### config.mk
export PLATFORM = sky130hd
export DESIGN_NAME = opr_ctrl
export DESIGN_NICKNAME = d
export VERILOG_FILES = /design/src/rtl/odometry_path_record_replay_defines.svh /design/src/rtl/opr_pkg.sv /design/src/rtl/opr_ctrl.sv
export SDC_FILE = /design/constraint.sdc
export NUM_CORES = 1
export LEC_CHECK = 0
export BUFFER_PORTS_ARGS = -buffer_cell sky130_fd_sc_hd__buf_4
export CAP_MARGIN = 20
export CORE_MARGIN = 4
export CORE_UTILIZATION = 35
export DETAILED_ROUTE_END_ITERATION = 8
export PLACE_DENSITY = 0.57
export SLEW_MARGIN = 20
export SYNTH_ARGS = -nofsm -noshare
export SYNTH_HDL_FRONTEND = slang
export SYNTH_SLANG_ARGS = --single-unit
### constraint.sdc
create_clock -name clk -period 2.05 [get_ports clk]
set_clock_uncertainty 0.15 [all_clocks]
set_input_delay 0.1025 -clock clk [delete_from_list [all_inputs] [get_ports clk]]
set_output_delay 0.1025 -clock clk [all_outputs]
set_load 0.1 [all_outputs]
### src/rtl/odometry_path_record_replay_defines.svh
`ifndef ODOMETRY_PATH_RECORD_REPLAY_DEFINES_SVH
`define ODOMETRY_PATH_RECORD_REPLAY_DEFINES_SVH

// Implication checked in the same cycle.
`define OPR_ASSERT_NOW(label, ante, cons) \
  label: assert property (@(posedge clk) disable iff (!rst_n) (ante) |-> (cons)) \
    else $error("opr assertion failed");

// Implication checked in the next cycle.
`define OPR_ASSERT_NEXT(label, ante, cons) \
  label: assert property (@(posedge clk) disable iff (!rst_n) (ante) |=> (cons)) \
    else $error("opr assertion failed");

`endif

### src/rtl/opr_pkg.sv
`default_nettype none

package opr_pkg;

  localparam int CORDIC_STEPS = 16;
  localparam int IW = 4;
  localparam int XW = 52;
  localparam int ZW = 34;
  localparam logic signed [ZW-1:0] TRIG_GAIN = 34'sd652032874;

  localparam logic [1:0] FUNC_RECORD  = 2'd0;
  localparam logic [1:0] FUNC_REPLAY  = 2'd1;
  localparam logic [1:0] FUNC_RESTART = 2'd2;
  localparam logic [1:0] FUNC_CLEAR   = 2'd3;

  localparam logic [2:0] REG_HEADING_ZERO   = 3'd0;
  localparam logic [2:0] REG_RECORD_SPACING = 3'd1;
  localparam logic [2:0] REG_ARRIVE_RADIUS  = 3'd2;
  localparam logic [2:0] REG_REPLAY_REVERSE = 3'd3;
  localparam logic [2:0] REG_POINT_LIMIT    = 3'd4;

  localparam logic [4:0] OP_NONE     = 5'd0;
  localparam logic [4:0] OP_LOAD     = 5'd1;
  localparam logic [4:0] OP_ROT_INIT = 5'd2;
  localparam logic [4:0] OP_ROT_STEP = 5'd3;
  localparam logic [4:0] OP_MUL_X    = 5'd4;
  localparam logic [4:0] OP_ACC_X    = 5'd5;
  localparam logic [4:0] OP_ACC_Y    = 5'd6;
  localparam logic [4:0] OP_RECORD   = 5'd7;
  localparam logic [4:0] OP_RD       = 5'd8;
  localparam logic [4:0] OP_DIFF     = 5'd9;
  localparam logic [4:0] OP_SQ_X     = 5'd10;
  localparam logic [4:0] OP_SQ_Y     = 5'd11;
  localparam logic [4:0] OP_SQ_R     = 5'd12;
  localparam logic [4:0] OP_ARRIVE   = 5'd13;
  localparam logic [4:0] OP_VEC_INIT = 5'd14;
  localparam logic [4:0] OP_VEC_STEP = 5'd15;
  localparam logic [4:0] OP_BEAR     = 5'd16;
  localparam logic [4:0] OP_RESTART  = 5'd17;
  localparam logic [4:0] OP_CLEAR    = 5'd18;
  localparam logic [4:0] OP_OUT      = 5'd19;

  typedef struct packed {
    logic [1:0]         func;
    logic signed [15:0] step_dist;
    logic [15:0]        heading;
  } item_in_t;

  typedef struct packed {
    logic signed [31:0] pos_x;
    logic signed [31:0] pos_y;
    logic signed [15:0] target_heading;
    logic signed [15:0] relative_heading;
    logic               replay_active;
    logic               point_switched;
    logic signed [11:0] target_index;
    logic [10:0]        stored_points;
  } item_out_t;

  typedef struct packed {
    logic [4:0]    op;
    logic [IW-1:0] iter;
  } dp_cmd_t;

  typedef struct packed {
    logic [1:0] func;
    logic       in_range;
    logic       arrive_sw;
    logic       zero_vec;
  } dp_stat_t;

  // arctangent of 2^-i as a 32-bit binary angle
  function automatic logic [31:0] atan_turn(input logic [IW-1:0] i);
    logic [31:0] a;
    case (i)
      4'd0:    a = 32'd536870912;
      4'd1:    a = 32'd316933406;
      4'd2:    a = 32'd167458907;
      4'd3:    a = 32'd85004756;
      4'd4:    a = 32'd42667331;
      4'd5:    a = 32'd21354465;
      4'd6:    a = 32'd10680862;
      4'd7:    a = 32'd5340245;
      4'd8:    a = 32'd2670163;
      4'd9:    a = 32'd1335087;
      4'd10:   a = 32'd667544;
      4'd11:   a = 32'd333772;
      4'd12:   a = 32'd166886;
      4'd13:   a = 32'd83443;
      4'd14:   a = 32'd41722;
      default: a = 32'd20861;
    endcase
    return a;
  endfunction

endpackage

`default_nettype wire

### src/rtl/opr_ctrl.sv
`default_nettype none

module opr_ctrl import opr_pkg::*; (
  input  wire logic     clk,
  input  wire logic     rst_n,
  input  wire logic     in_valid,
  output logic          in_ready,
  output logic          out_valid,
  input  wire logic     out_ready,
  input  wire dp_stat_t stat,
  output dp_cmd_t       cmd
);

  localparam logic [4:0] S_IDLE     = 5'd0;
  localparam logic [4:0] S_DISP     = 5'd1;
  localparam logic [4:0] S_ROT_INIT = 5'd2;
  localparam logic [4:0] S_ROT      = 5'd3;
  localparam logic [4:0] S_MUL_X    = 5'd4;
  localparam logic [4:0] S_ACC_X    = 5'd5;
  localparam logic [4:0] S_ACC_Y    = 5'd6;
  localparam logic [4:0] S_RECORD   = 5'd7;
  localparam logic [4:0] S_RD       = 5'd8;
  localparam logic [4:0] S_DIFF     = 5'd9;
  localparam logic [4:0] S_SQ_X     = 5'd10;
  localparam logic [4:0] S_SQ_Y     = 5'd11;
  localparam logic [4:0] S_SQ_R     = 5'd12;
  localparam logic [4:0] S_ARR      = 5'd13;
  localparam logic [4:0] S_RD2      = 5'd14;
  localparam logic [4:0] S_DIFF2    = 5'd15;
  localparam logic [4:0] S_VINIT    = 5'd16;
  localparam logic [4:0] S_VEC      = 5'd17;
  localparam logic [4:0] S_BEAR     = 5'd18;
  localparam logic [4:0] S_RESTART  = 5'd19;
  localparam logic [4:0] S_CLEAR    = 5'd20;
  localparam logic [4:0] S_DONE     = 5'd21;

  localparam logic [IW-1:0] LAST_ITER = IW'(CORDIC_STEPS - 1);

  logic [4:0]    state_r, state_nxt;
  logic [IW-1:0] iter_r, iter_nxt;
  logic          out_valid_r, out_valid_nxt;

  always_comb begin
    state_nxt     = state_r;
    iter_nxt      = iter_r;
    out_valid_nxt = out_valid_r && !out_ready;
    cmd.op        = OP_NONE;
    cmd.iter      = iter_r;
    case (state_r)
      S_IDLE: begin
        if (in_valid) begin
          cmd.op    = OP_LOAD;
          state_nxt = S_DISP;
        end
      end
      S_DISP: begin
        case (stat.func)
          FUNC_RECORD, FUNC_REPLAY: state_nxt = S_ROT_INIT;
          FUNC_RESTART:             state_nxt = S_RESTART;
          default:                  state_nxt = S_CLEAR;
        endcase
      end
      S_ROT_INIT: begin
        cmd.op    = OP_ROT_INIT;
        iter_nxt  = '0;
        state_nxt = S_ROT;
      end
      S_ROT: begin
        cmd.op   = OP_ROT_STEP;
        iter_nxt = iter_r + IW'(1);
        if (iter_r == LAST_ITER) state_nxt = S_MUL_X;
      end
      S_MUL_X: begin
        cmd.op    = OP_MUL_X;
        state_nxt = S_ACC_X;
      end
      S_ACC_X: begin
        cmd.op    = OP_ACC_X;
        state_nxt = S_ACC_Y;
      end
      S_ACC_Y: begin
        cmd.op    = OP_ACC_Y;
        state_nxt = (stat.func == FUNC_RECORD) ? S_RECORD : S_RD;
      end
      S_RECORD: begin
        cmd.op    = OP_RECORD;
        state_nxt = S_DONE;
      end
      S_RD: begin
        if (stat.in_range) begin
          cmd.op    = OP_RD;
          state_nxt = S_DIFF;
        end else begin
          state_nxt = S_DONE;
        end
      end
      S_DIFF: begin
        cmd.op    = OP_DIFF;
        state_nxt = S_SQ_X;
      end
      S_SQ_X: begin
        cmd.op    = OP_SQ_X;
        state_nxt = S_SQ_Y;
      end
      S_SQ_Y: begin
        cmd.op    = OP_SQ_Y;
        state_nxt = S_SQ_R;
      end
      S_SQ_R: begin
        cmd.op    = OP_SQ_R;
        state_nxt = S_ARR;
      end
      S_ARR: begin
        cmd.op    = OP_ARRIVE;
        state_nxt = stat.arrive_sw ? S_RD2 : S_VINIT;
      end
      S_RD2: begin
        // target moved on; re-fetch only if the new one exists
        if (stat.in_range) begin
          cmd.op    = OP_RD;
          state_nxt = S_DIFF2;
        end else begin
          state_nxt = S_DONE;
        end
      end
      S_DIFF2: begin
        cmd.op    = OP_DIFF;
        state_nxt = S_VINIT;
      end
      S_VINIT: begin
        cmd.op    = OP_VEC_INIT;
        iter_nxt  = '0;
        state_nxt = stat.zero_vec ? S_DONE : S_VEC;
      end
      S_VEC: begin
        cmd.op   = OP_VEC_STEP;
        iter_nxt = iter_r + IW'(1);
        if (iter_r == LAST_ITER) state_nxt = S_BEAR;
      end
      S_BEAR: begin
        cmd.op    = OP_BEAR;
        state_nxt = S_DONE;
      end
      S_RESTART: begin
        cmd.op    = OP_RESTART;
        state_nxt = S_DONE;
      end
      S_CLEAR: begin
        cmd.op    = OP_CLEAR;
        state_nxt = S_DONE;
      end
      S_DONE: begin
        if (!out_valid_r || out_ready) begin
          cmd.op        = OP_OUT;
          out_valid_nxt = 1'b1;
          state_nxt     = S_IDLE;
        end
      end
      default: state_nxt = S_IDLE;
    endcase
  end

  always_ff @(posedge clk) begin
    if (!rst_n) begin
      state_r     <= S_IDLE;
      iter_r      <= '0;
      out_valid_r <= 1'b0;
    end else begin
      state_r     <= state_nxt;
      iter_r      <= iter_nxt;
      out_valid_r <= out_valid_nxt;
    end
  end

  assign in_ready  = (state_r == S_IDLE);
  assign out_valid = out_valid_r;

endmodule

`default_nettype wire

After elaboration in Yosys (flattened, before gate mapping)
Index checks and enable logic that the tools add are counted.
{ "word_totals": {"wordCells": 64, "register_bits": 10} }
{ "classes": {"mux": 18, "addsub": 1, "n_reduce_logical": 14, "eq_ne": 28} }
{ "ops": {"columns": ["op", "count"], "rows": [
  ["$pmux W5 S19", 2],
  ["$eq A5 B4 Y1 const B", 8],
  ["$mux W5", 8],
  ["$eq A5 B5 Y1 const B", 6],
  ["$eq A5 B3 Y1 const B", 4],
  ["$eq A5 B2 Y1 const B", 2],
  ["$pmux W5 S2", 1],
  ["$reduce_or A2 Y1", 5],
  ["$mux W4", 2],
  ["$ne A2 B2 Y1 const B", 4],
  ["$pmux W4 S2", 1],
  ["$eq A5 B1 Y1 const B", 1],
  ["$logic_not A5 Y1", 1],
  ["$add A4 B1 Y4 const B", 1],
  ["$eq A4 B4 Y1 const B", 1],
  ["$reduce_and A4 Y1", 1],
  ["$reduce_or A4 Y1", 1],
  ["$mux W1", 3],
  ["$mux W3", 1],
  ["$eq A2 B1 Y1 const B", 1],
  ["$eq A2 B2 Y1 const B", 1],
  ["$logic_not A1 Y1", 2],
  ["$logic_not A2 Y1", 1],
  ["$reduce_bool A2 Y1", 1],
  ["other kinds (2)", 2]
]} }

Logic depth before layout (Yosys ltp)
{ "logic_depth": {"ltp_word": 4, "depth_mapped": 7, "ltp_nobuf": 6} }

Least setup slack after synthesis
No wires, ideal clock.
{ "synth_timing": {"path_type": "register -> output", "startpoint": "reg state_r[0]", "endpoint": "out cmd[7] (netlist name)", "slack_ps": -1408, "stages_incl_launch_ff": 6, "t_required_ps": 1798, "n_path_buf": 3, "arrival_ps": 3205, "path_cell_list": "dfxtp_1 > buf_2 > buf_2 > buf_2 > nor3_1 > o32ai_1"} }
{ "synth_lines": {"columns": ["item", "line_no", "rtl"], "rows": [
  ["start, declared", "opr_ctrl.sv:39", "logic [4:0] state_r, state_nxt;"],
  ["start signal, assigned", "opr_ctrl.sv:169", "state_r <= state_nxt;"],
  ["end, declared", "opr_ctrl.sv:11", "output dp_cmd_t cmd"]
]} }

==> flow_summary_export.csv <==
group,metric,value,unit
synth,yosys_warnings,0,
cts,cts_buffer_depth,2,
critical_path,cp.arrival,1.69,ns
synth,synth_cell_types,50,
route,firstDrtPassIters,4,
synth,ys_seq_area_share,20.0,%
min_path,min_path_type,"in -> reg",
layout,nets,177,
synth,ys.flop_type,"dfxtp_1",
route,ant_nets,0,
route,post_drt_wl_per_cell,15.5,µm
layout,n_antenna_cell,0,
die,ios,20,
timing,hold_viol_final,0,
critical_path,cp-startpoint,"state_r[4]",
route,drtIter0Drc,72,
synth,ys_seq_elements,10,
cts,cts_tree,"done",
synth,synthCells,143,
critical_path,crit_buf_inv,2,
placed_design,placed_cells,192,
critical_path,critPathTopFamily,"buffers and inverters",
synth,synth_top_area_cell,"dfxtp_1",
die,core_area,0.00276,mm²
critical_path,crit_slowest_cell,"dfxtp_1",
global_route,antenna_found_initial,0,
critical_path,cp_num_cells,5,
global_route,overflow,0,
synth,syn_avg_cell_area,7.01,µm²
critical_path,worstSetupEndpoint,"cmd[5]",
layout,drive_above_1_share,29.7,%
cts,cts_buffers,3,
min_path,worstHoldStart,"out_ready",
cts,h-tree-depth,1,
critical_path,critical_path.max_fanout,9,
synth,syn_nets,153,
critical_path,ff2ff_path_depth,4,
timing,tns,0,ns
synth,synthTopCellsByArea,"dfxtp_1 (20%), nand3_1 (5.0%), buf_2 (4.5%)",
route,wl,3030,µm
die,die_w,61.5,µm
critical_path,timing.rr.end,"state_r[2]",
timing,fin_crit_sh,94.6,%
layout,most-common-layout-cells,"buf_4 (31), nor2_1 (12), nand2_1 (10), nand3_1 (10), a21oi_1 (8)",
critical_path,reg2reg_from,"state_r[3]",
critical_path,slowest_delay,0.45,ns
timing,fin_crit,1.94,ns
timing,drv_slew,0,
critical_path,r2r_slack,0.24,ns
placed_design,io_buffers,19,
layout,area_growth,28.7,%
critical_path,end_kind,"primary output",
global_route,first_global_vias,1121,
cts,cts.sinks,10,
route,routed_via_density,5.87,
synth,async_reset_ff_share,0,%
placed_design,gp_congestion,0.901,
critical_path,path_cells,"buf_4 > nand2b_1 > a311oi_1 > a21o_2 > buf_4",
die,dieArea,0.00378,mm²
timing,fmax,516,MHz
route,via_count,1151,
global_route,grt_pass1_wl,4850,µm
placed_design,dp_hpwl,2280,µm
critical_path,cp_data_required_time,1.80,ns
job,cap_violations,0,
timing,tightest_slew,0.409,ns
layout,final_common_cell,"buf_4",
synth,netlist_area,0.00100,mm²
cts,post-cts-setup-buffer-count,0,
timing,max_slew_margin,72.7,%
critical_path,crit_type,"reg -> out",
synth,synth_edf_count,0,
die,die_h,61.5,µm
die,rows,19,
timing,rsz0062_at_grt,"false",
cts,clk_pin_slew,0.07,ns
route,drc_errors,0,
global_route,grt_max_degree,19,
global_route,grt_use_total,17.0,%
status,status,"complete, no violations",
critical_path,path_common_cell,"buf_4",
layout,final_cells,196,
timing,setup-violations-final,0,
die,start_util,36.3,%
critical_path,startpoint_type,"flop",
cts,cts_root_buf,"clkbuf_4",
cts,clkLatencyLatePin,0.26,ns
synth,synth_top_area_share,20.0,%
-- worst register-to-register path, stage by stage, from the launching register on --
cell and delay (ns):
dfxtp_1 0.57, and2b_1 0.31, a41oi_1 0.25, nand3_1 0.09, o311a_1 0.33
-- cells by family after synthesis --
group                      share of synthesized area (%)
buffers and inverters                               8.61
muxes                                              0.999
AOI/OAI and AO/OA                                   36.6
and+or+nand+nor                                     32.6
adders and majority gates                           1.25
DFF                                                 20.0
-- layout make-up --
class,instances,area [µm²]
Fill cell,284,1470
Multi-Input combinational cell,116,766
Timing Repair Buffer,32,243
Sequential cell,10,205
Tap cell,31,38.8
Clock buffer,3,22.5
Inverter,4,15.0
-- layer usage --
metal / up-vias / part of all wire, % / GRT usage (%)
li1: 577 / - / -
met1: 521 / 44 / 21.2
met2: 48 / 48 / 29.6
met3: 5 / 7.1 / 2.10
met4: 0 / 0.83 / 6.36
met5: - / 0 / 0
-- state kept, by name (all words and copies together), names as in the netlist --
register   count
state_r        5
out_valid      1
iter_r         4
-- cells in the mapped netlist (2+ instances only) --
cell / count
o21a_1: 5
inv_2: 3
and2_1: 3
buf_2: 9
a21oi_1: 8
dfxtp_1: 10
nand4_1: 2
nor2_1: 12
nand2b_1: 5
o32ai_1: 2
nand3_1: 10
o21ai_0: 3
a31oi_1: 2
a21o_1: 3
nor3b_1: 2
o311a_1: 3
a21boi_1: 2
o211ai_1: 3
nor3_1: 4
and2b_1: 2
nor2b_1: 4
o21ai_1: 8
nand2_1: 10
o221ai_1: 2
-- worst min path at each step --
| stage | endpoint | slack [ns] | cells after the start |
|---|---|---|---|
| floorplan | state_r[1] | 0.11 | 2 |
| global placement | state_r[0] | 0.27 | 2 |
| detailed placement | state_r[0] | 0.28 | 2 |
| CTS | out_valid | 0.02 | 3 |
| global route | out_valid | 0.05 | 3 |
| finish | out_valid | 0.02 | 3 |
-- stage by stage --
step / util, % / area (µm²) / setup WS [ns] / hold WS [ns]
after CTS: 46.7 / 1290 / 0.0205 / 0.0185
after global routing: 46.8 / 1290 / 0.0406 / 0.0470
after floorplan: - / 1060 / 0.0518 / 0.114
final: 46.8 / 1290 / 0.111 / 0.0186
after detailed placement: 45.6 / 1260 / 0.182 / 0.279
after global placement: 45.6 / 1260 / 0.224 / 0.270
-- repair_timing --
item / 4_1_cts / 5_1_grt
hold buffers: 1 / 0
hold endpoints to repair: 3 / 0
endpoints found under the setup margin: 0 / 5
resized for setup: 0 / 1
Power is left out: the tool's default activity adds up to more than one toggle a clock period on the data nets, which glitch-free logic cannot reach.
